===== config.mk =====
export PLATFORM = sky130hd
export DESIGN_NAME = cbe_csr
export DESIGN_NICKNAME = d
export VERILOG_FILES = /design/src/design/cbe_pkg.sv /design/src/design/cbe_csr.sv
export SDC_FILE = /design/constraint.sdc
export NUM_CORES = 1
export LEC_CHECK = 0
export BUFFER_PORTS_ARGS = -buffer_cell sky130_fd_sc_hd__buf_4
export CAP_MARGIN = 20
export CORE_MARGIN = 2
export CORE_UTILIZATION = 40
export DETAILED_ROUTE_END_ITERATION = 12
export PLACE_DENSITY = 0.76
export SKIP_CTS_REPAIR_TIMING = 1
export SLEW_MARGIN = 20
export SYNTH_ARGS = -nofsm -noshare
export SYNTH_HDL_FRONTEND = slang
export SYNTH_SLANG_ARGS = --single-unit

===== constraint.sdc =====
create_clock -name clock -period 3.3 [get_ports clock]
set_input_delay 0.825 -clock clock [delete_from_list [all_inputs] [get_ports clock]]
set_output_delay 0.825 -clock clock [all_outputs]
set_load 0.05 [all_outputs]

===== src/design/cbe_pkg.sv =====
// cbe_pkg: shared widths, register map, reset values and interface structs
// for the cubic bezier easing block
// no dependencies
`default_nettype none

package cbe_pkg;

   // fixed-point formats
   localparam int FRAC_BITS = 16;
   localparam int TIME_W    = 17;              // time_in, unsigned
   localparam int VAL_W     = 19;              // value, signed
   localparam int CX_W      = 17;              // control x, unsigned
   localparam int CY_W      = 19;              // control y, signed
   localparam int STEPS_W   = 5;               // bisect_steps
   localparam int T_W       = 32;              // curve parameter t, Q32
   localparam int TM_W      = TIME_W + 1;      // signed (possibly mirrored) time
   localparam int MUL_W     = T_W + 2;         // signed multiplier operand width
   localparam int PROD_W    = T_W + CY_W + 1;  // coefficient times control point
   localparam int ACC_W     = PROD_W + 2;      // sum of three terms plus rounding
   localparam int V_W       = ACC_W - T_W;     // rounded value before mirror
   localparam int MAX_STEPS_DEF = 24;

   // stream payload widths, whole bytes
   localparam int REQ_DATA_W = ((TIME_W + 7) / 8) * 8;
   localparam int RSP_DATA_W = ((VAL_W + 7) / 8) * 8;

   // configuration port
   localparam int CSR_DATA_W = 32;
   localparam int CSR_ADDR_W = 5;
   localparam int CSR_IDX_W  = 3;

   localparam logic [CSR_IDX_W-1:0] REG_CTRL1_X      = 3'd0;
   localparam logic [CSR_IDX_W-1:0] REG_CTRL1_Y      = 3'd1;
   localparam logic [CSR_IDX_W-1:0] REG_CTRL2_X      = 3'd2;
   localparam logic [CSR_IDX_W-1:0] REG_CTRL2_Y      = 3'd3;
   localparam logic [CSR_IDX_W-1:0] REG_REVERSE      = 3'd4;
   localparam logic [CSR_IDX_W-1:0] REG_BISECT_STEPS = 3'd5;

   localparam logic        [CX_W-1:0]    CTRL1_X_RST      = 17'd19661;
   localparam logic signed [CY_W-1:0]    CTRL1_Y_RST      = 19'sd19661;
   localparam logic        [CX_W-1:0]    CTRL2_X_RST      = 17'd45875;
   localparam logic signed [CY_W-1:0]    CTRL2_Y_RST      = 19'sd45875;
   localparam logic                      REVERSE_RST      = 1'b0;
   localparam logic        [STEPS_W-1:0] BISECT_STEPS_RST = 5'd20;

   // output saturation bounds
   localparam logic signed [V_W:0] OUT_MIN = -(V_W+1)'(131072);
   localparam logic signed [V_W:0] OUT_MAX = (V_W+1)'(196608);

   typedef struct packed {
      logic [CX_W-1:0]    ctrl1_x;
      logic [CY_W-1:0]    ctrl1_y;
      logic [CX_W-1:0]    ctrl2_x;
      logic [CY_W-1:0]    ctrl2_y;
      logic               reverse;
      logic [STEPS_W-1:0] bisect_steps;
   } cbe_cfg_type;

   typedef struct packed {
      logic start;      // load a new transaction
      logic start_nz;   // at least one bisection step
      logic ypass;      // coefficients are the y control points
      logic mul1;       // u*t and t*t
      logic mul2;       // bernstein weights
      logic mul3;       // weights times control points
      logic cmp;        // compare x(t) with the time, move t
      logic last;       // final bisection step, t stays
      logic ysum;       // register y(t) sum
      logic out_load;   // load the result register
   } cbe_cmd_type;

endpackage

`default_nettype wire


===== src/design/cbe_csr.sv =====
// cbe_csr: configuration register file behind the apb-style port
// depends on cbe_pkg
`default_nettype none

module cbe_csr (
   input  wire logic                            clock,
   input  wire logic                            reset,
   input  wire logic                            csr_psel,
   input  wire logic                            csr_penable,
   input  wire logic                            csr_pwrite,
   input  wire logic [cbe_pkg::CSR_ADDR_W-1:0]  csr_paddr,
   input  wire logic [cbe_pkg::CSR_DATA_W-1:0]  csr_pwdata,
   output logic      [cbe_pkg::CSR_DATA_W-1:0]  csr_prdata,
   output logic                                 csr_pready,
   output cbe_pkg::cbe_cfg_type                 cfg
);
   import cbe_pkg::*;

   cbe_cfg_type            cfg_ff, cfg_in;
   logic [CSR_IDX_W-1:0]   idx;
   logic                   wr_en;

   assign idx        = csr_paddr[CSR_ADDR_W-1:2];
   assign wr_en      = csr_psel && csr_penable && csr_pwrite;
   assign csr_pready = 1'b1;
   assign cfg        = cfg_ff;

   // register write decode
   always_comb begin
      cfg_in = cfg_ff;
      if (wr_en) begin
         unique case (idx)
            REG_CTRL1_X:      cfg_in.ctrl1_x      = csr_pwdata[CX_W-1:0];
            REG_CTRL1_Y:      cfg_in.ctrl1_y      = csr_pwdata[CY_W-1:0];
            REG_CTRL2_X:      cfg_in.ctrl2_x      = csr_pwdata[CX_W-1:0];
            REG_CTRL2_Y:      cfg_in.ctrl2_y      = csr_pwdata[CY_W-1:0];
            REG_REVERSE:      cfg_in.reverse      = csr_pwdata[0];
            REG_BISECT_STEPS: cfg_in.bisect_steps = csr_pwdata[STEPS_W-1:0];
            default:          cfg_in = cfg_ff;
         endcase
      end
   end

   always_ff @(posedge clock) begin
      if (reset) begin
         cfg_ff.ctrl1_x      <= CTRL1_X_RST;
         cfg_ff.ctrl1_y      <= CTRL1_Y_RST;
         cfg_ff.ctrl2_x      <= CTRL2_X_RST;
         cfg_ff.ctrl2_y      <= CTRL2_Y_RST;
         cfg_ff.reverse      <= REVERSE_RST;
         cfg_ff.bisect_steps <= BISECT_STEPS_RST;
      end else begin
         cfg_ff <= cfg_in;
      end
   end

   // register read mux
   always_comb begin
      unique case (idx)
         REG_CTRL1_X:      csr_prdata = CSR_DATA_W'(cfg_ff.ctrl1_x);
         REG_CTRL1_Y:      csr_prdata = CSR_DATA_W'(cfg_ff.ctrl1_y);
         REG_CTRL2_X:      csr_prdata = CSR_DATA_W'(cfg_ff.ctrl2_x);
         REG_CTRL2_Y:      csr_prdata = CSR_DATA_W'(cfg_ff.ctrl2_y);
         REG_REVERSE:      csr_prdata = CSR_DATA_W'(cfg_ff.reverse);
         REG_BISECT_STEPS: csr_prdata = CSR_DATA_W'(cfg_ff.bisect_steps);
         default:          csr_prdata = '0;
      endcase
   end

endmodule

`default_nettype wire


; ---- Word-level counts from Yosys, hierarchy flattened
; Index checks and enable logic that the tools add are counted.
[word_totals]
out_inout_bits = 111
wordCells = 21
regBits = 78
input_bits = 42
[classes]
eq_ne = 5
muxes = 1
reduce_logical = 9
[op_table]
columns = op, count
row1 = $pmux W19 S6, 1
row2 = $reduce_and A2 Y1, 6
row3 = $eq A3 B2 Y1 const B, 2
row4 = $eq A3 B3 Y1 const B, 2
row5 = $eq A3 B1 Y1 const B, 1
row6 = $logic_not A3 Y1, 1
row7 = $logic_and A1 B1 Y1, 2

; ---- Depth between registers and ports, before layout
[depth]
word_depth = 3
depth_mapped = 5
depth_no_buf = 3

; ---- Worst setup path after synthesis
; No wires, ideal clock.
[synth_timing]
path_kind = input port to output port
from = input csr_paddr[2] (netlist bit)
to = output csr_prdata[10] (netlist bit)
arrival_ps = 2030
path_slack_ps = 445
t_required_ps = 2475
path_buffers = 2
cell_stages = 4
cell_sequence = clkbuf_8 -> buf_6 -> mux4_2 -> nor2b_1
[synth_between]
elab_chain_len = 2
elab_cells_between_ends = 7
cone_classes = eq/ne: 5 / mux: 1 / reduce/logical: 1
[synth_lines]
columns = item, line
row1 = from (decl), cbe_csr.sv:11  ; input wire logic [cbe_pkg::CSR_ADDR_W-1:0] csr_paddr,
row2 = $eq A3 B3 Y1 (tied with other cells), cbe_csr.sv:59  ; unique case (idx)
row3 = $pmux W19 S6 *, cbe_csr.sv:59
row4 = to (decl), cbe_csr.sv:13  ; output logic [cbe_pkg::CSR_DATA_W-1:0] csr_prdata,
; Every way passes the cells marked *; elsewhere a longest branch is shown, timed or not.

; ---- Final worst setup path
[layout_timing]
from = input csr_paddr[2] (netlist bit)
to = output csr_prdata[0] (netlist bit)
; Same word-level chain as after synthesis.

==> flow_summary.json <==
{
  "status": "completed",
  "drt_iter0_markers": 116,
  "clock-sinks": 78,
  "synthFlopType": "dfxtp_1",
  "worst-setup-path-type": "in2out",
  "cts.clk_slew.worst_paths_ns": 0.08,
  "fp.dieH_um": 104,
  "synth_top_cell_by_area": "dfxtp_1",
  "wl_met3_um": 555,
  "avgSynthCellArea_um2": 10.5,
  "coreArea_um2": 9770,
  "required_ns": 2.47,
  "grt_pass1_wl_mm": 15.5,
  "io_buffers": 123,
  "grt_pass1_vias": 2986,
  "ys_seq_area_frac": 0.387,
  "synth_most_common_cell": "mux2i_1",
  "cts-htree-levels": 3,
  "slew_violations": 0,
  "finalCritPeriodShare": 0.904,
  "die_x_um": 104,
  "netlist_instances": 385,
  "clock_power_share": 0.390,
  "drt_first_pass_iters": 4,
  "holdWs_ns": 0.491,
  "comb_power_share": 0.143,
  "antenna_found_initial": 0,
  "crit_fanout": 22,
  "numCtsBuffers": 9,
  "yosysWarnings": 0,
  "clkLatencyLatePin_ns": 0.33,
  "seqPwrFrac": 0.467,
  "cts-root-buf": "clkbuf_8",
  "post-place-cells": 617,
  "finalSetupViolations": 0,
  "antennaDiodeCount": 0,
  "largest_reg_flops": 78,
  "async_reset_ff_frac": 0,
  "p_int_w": 0.00150,
  "synth-edff-count": 0,
  "wl_mm": 9.70,
  "placementRows": 36,
  "synth_commonest_cells": "85 x mux2i_1, 78 x dfxtp_1, 55 x nor2_1",
  "syn_to_final_growth_pct": 25.9,
  "peakVddDrop_uv": 229,
  "synth_cell_types": 34,
  "clock_skew_ns": 0,
  "via_count": 3040,
  "via_per_inst": 4.80,
  "die_area_um2": 10900,
  "syn_area_um2": 4040,
  "fin_crit_ns": 2.98,
  "routed-wl-met2_mm": 4.82,
  "gp_congestion": 0.734,
  "ys_seq_elements": 78,
  "drc": 0,
  "layout-drive-gt1-share": 0.352,
  "start_util": 0.413,
  "hold_class": "reg2reg",
  "end_kind": "output pin",
  "setup_tns_ns": 0,
  "worst_pin_slew_ns": 0.922,
  "overflow": 0,
  "p_sw_frac": 0.267,
  "wire_per_inst_um": 15.3,
  "wl_met1_mm": 4.24,
  "finalNetCount": 537,
  "final_hold_viol_count": 0,
  "p_switching_w": 0.000546,
  "fin_util": 0.520,
  "max-slew-margin-rel": 0.386,
  "cts_tree": "done",
  "hpwlAfterDp_mm": 6.67,
  "crit_path_start_kind": "input pin",
  "track_usage": 0.177,
  "grt_max_degree": 114,
  "ant_nets": 0,
  "total_leakage_power_nw": 2.30,
  "fmax_mhz": 335,
  "pin_count": 153,
  "yosys-top-cells-area": "dfxtp_1 39%, mux2i_1 21%, nand2b_1 7.7%",
  "dr.max_layer_used": "met4",
  "rsz0062_at_grt": "false",
  "yosys.area.top_type_share": 0.387,
  "instances_no_fill": 633,
  "worstPathArrival_ns": 2.16,
  "power_density_nw_per_um2": 402,
  "cap_violations": 0,
  "cts_buffer_depth": 2
}
-- cells by family (layout without fill, tap and decap cells) --
group           count (synthesis)  in the layout  synth area share
compound gates                 17             17            0.0239
buf+inv                        41            144            0.0883
flops                          78             78             0.387
mux                            99             99             0.286
other cells                     2             14           0.00186
simple gates                  148            148             0.213
-- power by group through the flow --
| stage | Clock (W) | Combinational (W) | Sequential [W] |
|---|---|---|---|
| 5_1_grt | 0.000862 | 0.000310 | 0.000954 |
| 4_1_cts | 0.000824 | 0.000295 | 0.000953 |
| 2_1_floorplan | 0 | 0.000213 | 0.000999 |
| 6_report | 0.000796 | 0.000293 | 0.000953 |
| 3_5_place_dp | 0 | 0.000295 | 0.000975 |
| 3_3_place_gp | 0 | 0.000291 | 0.000975 |
-- worst paths after layout --
kind                                      startpoint                    to  slack [ns]  depth (start not counted)
worst min-delay path            cfg[47]$_SDFFE_PP0P_  cfg[47]$_SDFFE_PP0P_        0.49                          2
worst max-delay path                    csr_paddr[2]         csr_prdata[0]        0.32                          4
worst max register to register  cfg[22]$_SDFFE_PP0P_  cfg[22]$_SDFFE_PP0P_        2.44                          2
worst min register to register  cfg[47]$_SDFFE_PP0P_  cfg[47]$_SDFFE_PP0P_        0.49                          2
-- cells in the final DEF (no fill, tap or decap) --
| cell type | instances |
|---|---|
| buf_4 | 128 |
| mux2i_1 | 85 |
| dfxtp_1 | 78 |
| nor2_1 | 55 |
| nand2b_1 | 50 |
| nor2b_1 | 15 |
| conb_1 | 14 |
| o21ai_0 | 13 |
| mux4_2 | 13 |
| or2b_2 | 10 |
| clkbuf_8 | 10 |
| nand3_1 | 3 |
| o21a_1 | 3 |
| nand2_1 | 2 |
| bufinv_16 | 2 |
| nand3b_1 | 1 |
| nor4bb_1 | 1 |
| nor3_1 | 1 |
| a211o_1 | 1 |
| mux2_2 | 1 |
| nor2_2 | 1 |
| and4b_4 | 1 |
| nand2_4 | 1 |
| nand2b_4 | 1 |
| nand4b_4 | 1 |
| nor2_4 | 1 |
| nor3b_2 | 1 |
| nand3_2 | 1 |
| and4_2 | 1 |
| nand4_1 | 1 |
| clkinv_2 | 1 |
| clkinvlp_4 | 1 |
| clkbuf_1 | 1 |
| inv_6 | 1 |
-- metal layers --
metal / track usage / vias up
met5: 0 / -
met4: 0.0367 / 0
met3: 0.0539 / 8
met2: 0.301 / 90
met1: 0.220 / 1444
li1: - / 1498
-- per-stage QoR --
step	power, W	cell area [µm²]	setup WS [ns]
finish	0.00204	5080	0.318
global route	0.00213	5080	0.263
CTS	0.00207	5080	0.304
detailed placement	0.00127	4860	0.312
global placement	0.00127	4860	0.305
floorplan	0.00121	4080	0.445
-- critical path, cell delays in order --
cell	delay (ns)
buf_4	0.33
mux4_2	0.55
mux2_2	0.27
buf_4	0.19
-- final cells by class --
class,count,area (µm²)
multi-input combinational,278,2170
clock inverter,5,81.3
tap,133,166
sequential,78,1560
fill,919,4690
timing repair buffer,128,961
clock buffer,11,141
Note: power is estimated with default switching activity, not from simulation.
