===== src/design/cbe_pkg.sv =====
// cbe_pkg: shared widths, register map, reset values and interface structs
// for the cubic bezier easing block
// no dependencies
`default_nettype none

package cbe_pkg;

   // fixed-point formats
   localparam int FRAC_BITS = 16;
   localparam int TIME_W    = 17;              // time_in, unsigned
   localparam int VAL_W     = 19;              // value, signed
   localparam int CX_W      = 17;              // control x, unsigned
   localparam int CY_W      = 19;              // control y, signed
   localparam int STEPS_W   = 5;               // bisect_steps
   localparam int T_W       = 32;              // curve parameter t, Q32
   localparam int TM_W      = TIME_W + 1;      // signed (possibly mirrored) time
   localparam int MUL_W     = T_W + 2;         // signed multiplier operand width
   localparam int PROD_W    = T_W + CY_W + 1;  // coefficient times control point
   localparam int ACC_W     = PROD_W + 2;      // sum of three terms plus rounding
   localparam int V_W       = ACC_W - T_W;     // rounded value before mirror
   localparam int MAX_STEPS_DEF = 24;

   // stream payload widths, whole bytes
   localparam int REQ_DATA_W = ((TIME_W + 7) / 8) * 8;
   localparam int RSP_DATA_W = ((VAL_W + 7) / 8) * 8;

   // configuration port
   localparam int CSR_DATA_W = 32;
   localparam int CSR_ADDR_W = 5;
   localparam int CSR_IDX_W  = 3;

   localparam logic [CSR_IDX_W-1:0] REG_CTRL1_X      = 3'd0;
   localparam logic [CSR_IDX_W-1:0] REG_CTRL1_Y      = 3'd1;
   localparam logic [CSR_IDX_W-1:0] REG_CTRL2_X      = 3'd2;
   localparam logic [CSR_IDX_W-1:0] REG_CTRL2_Y      = 3'd3;
   localparam logic [CSR_IDX_W-1:0] REG_REVERSE      = 3'd4;
   localparam logic [CSR_IDX_W-1:0] REG_BISECT_STEPS = 3'd5;

   localparam logic        [CX_W-1:0]    CTRL1_X_RST      = 17'd19661;
   localparam logic signed [CY_W-1:0]    CTRL1_Y_RST      = 19'sd19661;
   localparam logic        [CX_W-1:0]    CTRL2_X_RST      = 17'd45875;
   localparam logic signed [CY_W-1:0]    CTRL2_Y_RST      = 19'sd45875;
   localparam logic                      REVERSE_RST      = 1'b0;
   localparam logic        [STEPS_W-1:0] BISECT_STEPS_RST = 5'd20;

   // output saturation bounds
   localparam logic signed [V_W:0] OUT_MIN = -(V_W+1)'(131072);
   localparam logic signed [V_W:0] OUT_MAX = (V_W+1)'(196608);

   typedef struct packed {
      logic [CX_W-1:0]    ctrl1_x;
      logic [CY_W-1:0]    ctrl1_y;
      logic [CX_W-1:0]    ctrl2_x;
      logic [CY_W-1:0]    ctrl2_y;
      logic               reverse;
      logic [STEPS_W-1:0] bisect_steps;
   } cbe_cfg_type;

   typedef struct packed {
      logic start;      // load a new transaction
      logic start_nz;   // at least one bisection step
      logic ypass;      // coefficients are the y control points
      logic mul1;       // u*t and t*t
      logic mul2;       // bernstein weights
      logic mul3;       // weights times control points
      logic cmp;        // compare x(t) with the time, move t
      logic last;       // final bisection step, t stays
      logic ysum;       // register y(t) sum
      logic out_load;   // load the result register
   } cbe_cmd_type;

endpackage

`default_nettype wire


===== src/design/cbe_ctrl.sv =====
// cbe_ctrl: sequencer for the bisection loop, the final y pass and the
// result handshake; depends on cbe_pkg
`default_nettype none

module cbe_ctrl #(
   parameter int MAX_STEPS = cbe_pkg::MAX_STEPS_DEF
) (
   input  wire logic                          clock,
   input  wire logic                          reset,
   input  wire logic                          req_tvalid,
   output logic                               req_tready,
   output logic                               rsp_tvalid,
   input  wire logic                          rsp_tready,
   input  wire logic [cbe_pkg::STEPS_W-1:0]   bisect_steps,
   output cbe_pkg::cbe_cmd_type               cmd
);
   import cbe_pkg::*;

   localparam int CNT_W = $clog2(MAX_STEPS + 1);
   localparam int CMP_W = (CNT_W > STEPS_W) ? CNT_W + 1 : STEPS_W + 1;

   localparam logic [2:0] ST_IDLE = 3'd0;
   localparam logic [2:0] ST_MUL1 = 3'd1;
   localparam logic [2:0] ST_MUL2 = 3'd2;
   localparam logic [2:0] ST_MUL3 = 3'd3;
   localparam logic [2:0] ST_CMP  = 3'd4;
   localparam logic [2:0] ST_YSUM = 3'd5;
   localparam logic [2:0] ST_DONE = 3'd6;

   logic [2:0]       state_ff, state_in;
   logic [CNT_W-1:0] rem_ff, rem_in;
   logic             ypass_ff, ypass_in;
   logic             rsp_valid_ff, rsp_valid_in;
   logic [CNT_W-1:0] n_steps;

   // step count clamped to the supported maximum
   always_comb begin
      if (CMP_W'(bisect_steps) > CMP_W'(MAX_STEPS))
         n_steps = CNT_W'(MAX_STEPS);
      else
         n_steps = CNT_W'(bisect_steps);
   end

   // commands to the datapath
   always_comb begin
      cmd          = '0;
      cmd.start    = (state_ff == ST_IDLE) && req_tvalid;
      cmd.start_nz = (n_steps != '0);
      cmd.ypass    = ypass_ff;
      cmd.mul1     = (state_ff == ST_MUL1);
      cmd.mul2     = (state_ff == ST_MUL2);
      cmd.mul3     = (state_ff == ST_MUL3);
      cmd.cmp      = (state_ff == ST_CMP);
      cmd.last     = (rem_ff == CNT_W'(1));
      cmd.ysum     = (state_ff == ST_YSUM);
      cmd.out_load = (state_ff == ST_DONE) && (!rsp_valid_ff || rsp_tready);
   end

   assign req_tready = (state_ff == ST_IDLE);
   assign rsp_tvalid = rsp_valid_ff;

   // next state
   always_comb begin
      state_in = state_ff;
      rem_in   = rem_ff;
      ypass_in = ypass_ff;
      unique case (state_ff)
         ST_IDLE: begin
            if (req_tvalid) begin
               state_in = ST_MUL1;
               rem_in   = n_steps;
               ypass_in = (n_steps == '0);
            end
         end
         ST_MUL1: state_in = ST_MUL2;
         ST_MUL2: state_in = ST_MUL3;
         ST_MUL3: state_in = ypass_ff ? ST_YSUM : ST_CMP;
         ST_CMP: begin
            rem_in = rem_ff - CNT_W'(1);
            if (rem_ff == CNT_W'(1)) begin
               // weights of the last midpoint are still held
               ypass_in = 1'b1;
               state_in = ST_MUL3;
            end else begin
               state_in = ST_MUL1;
            end
         end
         ST_YSUM: state_in = ST_DONE;
         ST_DONE: begin
            if (!rsp_valid_ff || rsp_tready)
               state_in = ST_IDLE;
         end
         default: state_in = ST_IDLE;
      endcase
   end

   // result valid flag
   always_comb begin
      rsp_valid_in = rsp_valid_ff;
      if (cmd.out_load)
         rsp_valid_in = 1'b1;
      else if (rsp_tready)
         rsp_valid_in = 1'b0;
   end

   always_ff @(posedge clock) begin
      if (reset) begin
         state_ff     <= ST_IDLE;
         rem_ff       <= '0;
         ypass_ff     <= 1'b0;
         rsp_valid_ff <= 1'b0;
      end else begin
         state_ff     <= state_in;
         rem_ff       <= rem_in;
         ypass_ff     <= ypass_in;
         rsp_valid_ff <= rsp_valid_in;
      end
   end

endmodule

`default_nettype wire


===== config.mk =====
export PLATFORM = sky130hd
export DESIGN_NAME = cbe_ctrl
export DESIGN_NICKNAME = d
export VERILOG_FILES = /design/src/design/cbe_pkg.sv /design/src/design/cbe_ctrl.sv
export SDC_FILE = /design/constraint.sdc
export NUM_CORES = 1
export LEC_CHECK = 0
export BUFFER_PORTS_ARGS = -buffer_cell sky130_fd_sc_hd__buf_2
export CORE_AREA = 2 2 39 41
export DETAILED_ROUTE_END_ITERATION = 8
export DIE_AREA = 0 0 41 43
export PLACE_DENSITY = 0.88
export SLEW_MARGIN = 30
export SYNTH_ARGS = -nofsm -noshare
export SYNTH_HDL_FRONTEND = slang
export SYNTH_SLANG_ARGS = --single-unit

===== constraint.sdc =====
create_clock -name clock -period 4 [get_ports clock]
set_input_delay 0.2 -clock clock [delete_from_list [all_inputs] [get_ports clock]]
set_output_delay 0.2 -clock clock [all_outputs]
set_load 0.03 [all_outputs]

# After elaboration in Yosys (flattened, before gate mapping)
# Index checks and enable logic that the tools add are counted.
# totals
word_cells	41
out_inout_bits	12
regBits	10
input_bits	9
# classes
n_lt_le_gt_ge	1
muxes	13
addsub	1
n_reduce_logical	12
eq_ne	10
# op_table
cell	n
one-hot mux 3 bit (7 select lines)	1
2-to-1 mux 5 bit	2
one-hot mux 5 bit (2 select lines)	1
equality test 3 bit, second input constant	3
equality test 3 x 2 -> 1 bit, second input constant	2
2-to-1 mux 3 bit	2
equality test 5 x 1 -> 1 bit, second input constant	1
> comparator 5 bit, second input constant	1
logical NOT 5 bit	1
2-to-1 mux 1 bit	5
nonzero test 5 bit	1
subtractor 5 x 1 -> 5 bit, second input constant	1
inequality test 2 bit, second input constant	2
AND reduction 2 bit	2
nonzero test 2 bit	2
equality test 3 x 1 -> 1 bit, second input constant	1
logical NOT 3 bit	1
AND reduction 3 bit	1
logical AND 1 bit	2
2-to-1 mux 2 bit	1
inequality test 2 x 1 -> 1 bit, second input constant	1
one-hot mux 1 bit (2 select lines)	1
logical NOT 1 bit	1
logical OR 1 bit	1

# Logic depth before layout (Yosys ltp)
# Gate-level depths: netlist (run 1).
# depth
word_depth	5
mapped_depth	5
ltp_nobuf	5

# Worst setup path before layout (run 1)
# Ideal clock, no wire load.
# synth_timing
path_kind	register to output
start	register state_ff[1]
end	output port cmd[5] (netlist bit)
path_buffers	1
slack_ps	2367
t_required_ps	3800
stages_incl_launch_ff	3
arrival_ps	1433
path_cell_list	dfxtp_1 > clkbuf_1 > nor3b_1
# synth_lines
element	line	source
start: declaration	cbe_ctrl.sv:30	logic [2:0] state_ff, state_in;
start signal: assignment	cbe_ctrl.sv:113	state_ff <= state_in;
end: declaration	cbe_ctrl.sv:15	output cbe_pkg::cbe_cmd_type cmd

==> results of run 1 <==
## cells in the mapped netlist
library cell and instances:
dfxtp_1 10, a2111oi_0 1, a21o_1 1, buf_6 1, nor2_1 8, nor2b_1 5, a211o_1 1, and2_1 1
nor4b_1 1, a41o_1 1, buf_1 1, a21oi_1 6, nor4b_2 1, or4b_4 1, nor3b_1 1, nor3_2 1
o31ai_1 2, ha_1 2, nand2_1 8, clkinv_4 1, o21ai_0 2, inv_1 4, a211oi_1 1, buf_4 2
a32oi_1 1, a31oi_1 3, nand3_1 4, nor3_1 4, a21boi_0 1, clkbuf_1 3, a311oi_1 1, a211oi_2 2
## cell type report
cell class / instances / area [um^2] / share of cell area [%]
Tap cell: 16 / 20.02 / 2.667
Sequential cell: 10 / 200.2 / 26.67
Clock buffer: 3 / 22.52 / 3.000
Inverter: 5 / 23.77 / 3.167
Multi-Input combinational cell: 60 / 384.1 / 51.17
Timing Repair Buffer: 20 / 100.1 / 13.33
## per-stage QoR
step	util [%]	total power [W]
final	54.25	0.0002704
after global routing	54.25	0.0002867
after CTS	54.25	0.0002739
after detailed placement	52.62	0.0002055
after global placement	52.62	0.0002024
after floorplan	-	0.0001861
## power by group through the flow
stage / Clock, W / Combinational (W) / Sequential, W
floorplan: 0 / 0.0000687 / 0.000117
detailed placement: 0 / 0.0000792 / 0.000126
finish: 0.0000669 / 0.0000792 / 0.000124
global placement: 0 / 0.0000770 / 0.000125
global route: 0.0000743 / 0.0000863 / 0.000126
CTS: 0.0000701 / 0.0000797 / 0.000124
## logic make-up after synthesis
logic type                 count (synthesis)  share of synthesized area [%]
buffers and inverters                     12                          10.02
adders and majority gates                  2                          3.853
and+or+nand+nor                           35                          29.67
DFF                                       10                          30.83
AOI/OAI and AO/OA                         23                          25.63
## metal layers
| metal | up-vias | wire (um) | GRT usage, % |
|---|---|---|---|
| met5 | - | 0 | 0 |
| met4 | 0 | 22 | 10.00 |
| met3 | 3 | 103 | 6.283 |
| met2 | 26 | 619 | 26.88 |
| met1 | 282 | 698 | 22.40 |
| li1 | 327 | - | - |
## sequential cells by signal, summed over array words and instances, names as in the netlist
name,flops
rem_ff,5
state_ff,3
ypass_ff,1
rsp_tvalid,1
## critical path: stages, from the launching register on
cell and delay, ns:
dfxtp_1 0.47, or4b_4 0.64, clkinv_4 0.10, buf_2 0.20
## worst min-delay path by stage
stage | startpoint | end | depth (start not counted)
2_1_floorplan | bisect_steps[0] | rem_ff[0] | 2
3_3_place_gp | rem_ff[1] | rem_ff[1] | 2
3_5_place_dp | rem_ff[1] | rem_ff[1] | 2
4_1_cts | bisect_steps[2] | rem_ff[2] | 3
5_1_grt | bisect_steps[1] | rem_ff[1] | 3
6_report | bisect_steps[1] | rem_ff[1] | 3
==> metrics.txt, run 1 <==
status=complete, no violations; wirelength, routed=between 1 and 1.5 mm; post-cts resize count=0; Worst EP required=approximately 3.8 ns; Crit Path Category=reg2out; MaxCap Viol Count=0; CTS tree=yes; Num CTS Buffers=3; Sequential Power Share=46.0%; RSZ-0062 raised after global routing=no; power per cell area=360.1 nW/um^2; Crit Path Max Fanout=18; period utilization=between 40% and 50%; # fillers=about 140; vias in the first global route=510; Worst Tran Pin Value=0.5135 ns; fin cells=~110; combinational share of power=a little under 30%; crit path launch=state_ff[2]; crit start category=flip-flop; Final ANT Viol Nets=0; dominant cells by area after synthesis=dfxtp_1, nor2b_1, a21oi_1; post-DR vias/cell=5.596; root buffer cell=clkbuf_4; HPWL Detailed=between 1 and 1.5 mm; Slew Viols, Final=0; VDD IR max=0.1932 mV; Gate Count Post-Synth=82; clock period minus worst slack=1.870 ns; Syn Nets=93; post-synthesis sequential area ratio=between 30% and 40%; TNS Setup=0 ns; commonest non-fill, non-tap cell in the layout=buf_2; Post-CTS Hold Buffers=0; finished layout cell area=750.7 um^2; drt wl/cell=between 10 and 15 um; Hold Path Class=in2reg; P_sw=about 0.000097 W; area grow syn2layout=15.61%; ratio of cells with drive above 1 in the final layout=around 30%; First-pass DRT Iterations=5; Final Setup Violations=0; Die ar.=~1800 um^2; Max Root-Sink Buffers=2; first-pass GRT wire length=between 2 and 2.5 mm; gr usage total=18.33%; R2R Path End=rem_ff[4]; Fin. Hold Viols=0; Die W=~40 um; RePlAce Congestion=between 0.7 and 0.8; Slew headroom=approximately two thirds; Post-layout nets=roughly 110; switching part of the total=35.81%; clock latency on the worst-skew pair=around 0.26 ns; IO Port Bufs=20; CTS Sinks=10; post-synth top area share=30.83%; Critical Path AT=~1.7 ns; Syn Area/Cell=slightly below 8 um^2; DP Cell Count=about 110; final setup skew=0.002076 ns; RR Startpoint=state_ff[1]; Initial DRC Count=8; row cnt=14; Reg2Reg Depth=5; setup ws final=about 2.1 ns; CP Capture Type=output port; DR DRC count=0; YS warnings=0; Leak Pwr=roughly 0.32 nW; largest net degree at the start of global routing=19; Setup WS pre-CTS=between 2 and 2.5 ns; CTS HTree Levels=1; grt total ovfl=0; Ports=21; P_int=0.0001735 W; clock slew at reported path FFs=0.06 ns; Die Ht=around 43 um; diode count=0; Max Fclk=between 500 and 600 MHz; Synth Cell Area=649.4 um^2; most frequent cells in the layout=buf_2, dfxtp_1, nand2_1, nor2_1, a21oi_1; # Post-CTS Setup Buffers=0; vias=approximately 640; core area=1384 um^2; DP Area=roughly 730 um^2; Clock Power Share=about a quarter; cell taking the most area after synthesis=dfxtp_1; reg2reg setup slack=between 2 and 2.5 ns; Hold WS=between 0.2 and 0.25 ns; FF+latch count, synth=10; Initial Util=46.93%; Worst Setup EP=cmd[9]; Yosys cell types=32; initial antenna violation count=0
(Power assumes the default switching activity.)
==> run 2, diff against run 1 <==
Settings changed: CORE_AREA 2 2 39 41 to default, CORE_UTILIZATION from default to 48, DIE_AREA 0 0 41 43 to default, PLACE_DENSITY 0.88 to 0.87.
Clock period 4 ns to 1.78 ns, I/O delays scaled along.
==> metrics.txt, run 2 (synthesis results as in run 1) <==
core area=1186 um^2 (-14%); Final Setup Violations=0 (unchanged); Largest register FFs=5 (unchanged); Die W=38.78 um (-5.4%); Leak Pwr=0.3303 nW (+1.7%); row cnt=12 (-2); Worst Tran Pin Value=0.4695 ns (-0.04392 ns); TNS Setup=0 ns (unchanged); initial antenna violation count=0 (unchanged); DR DRC count=0 (unchanged); Post-layout nets=112 (+0.90%); largest net degree at the start of global routing=18 (-1); VDD IR max=0.4054 mV (+110%); Max Root-Sink Buffers=2 (unchanged); Slew Viols, Final=0 (unchanged); crit start category=flip-flop; Die ar.=1504 um^2 (-15%); wirelength, routed=1.422 mm (-1.5%); Ports=21 (unchanged); fin util=63.71% (+9.5 points); Setup WS pre-CTS=0.2978 ns (-2.119 ns); Crit Path Category=reg2out; period utilization=93.52%; vias=654 (+2.5%); Worst EP required=1.69 ns (-2.11 ns); # fillers=105 (-26%); RSZ-0062 raised after global routing=no; biggest regs=rem_ff: 5 flops, state_ff: 3 flops; ratio of cells with drive above 1 in the final layout=30.30% (+0.71 points); clock latency on the worst-skew pair=0.26 ns (about the same); vias in the first global route=497 (-2.5%); post-DR vias/cell=5.788 (+3.4%); setup ws final=0.1153 ns (-2.015 ns); final setup skew=0.01163 ns (+0.009550 ns); IO Port Bufs=20 (unchanged); clock slew at reported path FFs=0.06 ns (about the same); Max Fclk=600.7 MHz; Final ANT Viol Nets=0 (unchanged); most frequent cells in the layout=buf_2, dfxtp_1, nand2_1, nor2_1, a21oi_1; First-pass DRT Iterations=4 (-1); CTS tree=yes; status=complete, no violations; CP Capture Type=output port; # Post-CTS Setup Buffers=0 (unchanged); Hold Path Class=in2reg; Die Ht=38.78 um (-9.8%); commonest non-fill, non-tap cell in the layout=buf_2; root buffer cell=clkbuf_4; Num CTS Buffers=3 (unchanged); CTS HTree Levels=1 (unchanged); drt wl/cell=12.58 um (-0.58%); grt total ovfl=0 (unchanged); MaxCap Viol Count=0 (unchanged); clock period minus worst slack=1.665 ns; Crit Path Max Fanout=16 (-2); Total Power=0.0006065 W (+120%); Slew headroom=68.65% (+2.9 points); area grow syn2layout=16.38%; Critical Path AT=1.58 ns (-0.09 ns); CTS Sinks=10 (unchanged); RePlAce Congestion=0.8267 (+6.3%); post-cts resize count=0 (unchanged); Post-CTS Hold Buffers=0 (unchanged); first-pass GRT wire length=2.173 mm (+1.9%); gr usage total=21.22% (+2.9 points); HPWL Detailed=1.057 mm (-1.3%); Initial DRC Count=14 (+6); Initial Util=54.75% (+7.8 points); diode count=0 (unchanged); Fin. Hold Viols=0 (unchanged); power per cell area=802.6 nW/um^2 (+120%); Reg with most FFs=rem_ff; Hold WS=0.09813 ns (-0.1291 ns)
## run 2: changes by cell type in the layout (fill, tap and decap cells not counted), sizes merged
cell and change:
buf +1
## run 2: worst paths after layout
| kind | startpoint | to | slack (ns) | cells past startpoint |
|---|---|---|---|---|
| setup / recovery | state_ff[1] | cmd[9] | 0.12 | 3 |
| hold / removal | bisect_steps[1] | rem_ff[1] | 0.1 | 3 |
| setup reg to reg | state_ff[1] | rem_ff[4] | 0.28 | 5 |
| hold reg to reg | rem_ff[1] | rem_ff[1] | 0.50 | 2 |
## run 2: area by class of cell
cell class                 instances  area (um^2)  area share (%)
timing repair buffer              21        107.6           14.24
clock buffer                       3        22.52           2.980
sequential                        10        200.2           26.49
inverter                           5        23.77           3.146
multi-input combinational         60        384.1           50.83
tap                               14        17.52           2.318
## run 2: where the power goes
part / leakage, nW / internal [W] / total, W / switching (W)
sequential: 0.0820 / 0.000243 / 0.000275 / 0.0000317
clock: 0.0138 / 0.0000777 / 0.000148 / 0.0000703
combinational: 0.234 / 0.0000700 / 0.000183 / 0.000113
total: 0.330 / 0.000391 / 0.000607 / 0.000215
## run 2: metrics by stage
step | cell area [um^2] | instances
finish | 755.7 | 113
global route | 755.7 | 113
CTS | 755.7 | 113
detailed placement | 733.2 | 110
global placement | 733.2 | 110
floorplan | 649.4 | 82
## run 2: per-layer routing
metal  routed length (um)  vias to the layer above  track usage, %
li1                     -                      330               -
met1                  664                      304           29.12
met2                  683                       18           31.67
met3                   71                        2           8.671
met4                    2                        0           2.586
met5                    0                        -               0
## run 2: critical path, stage by stage (launching register included)
cell,delay (ns)
dfxtp_1,0.45
or4b_4,0.57
clkinv_4,0.10
buf_2,0.20
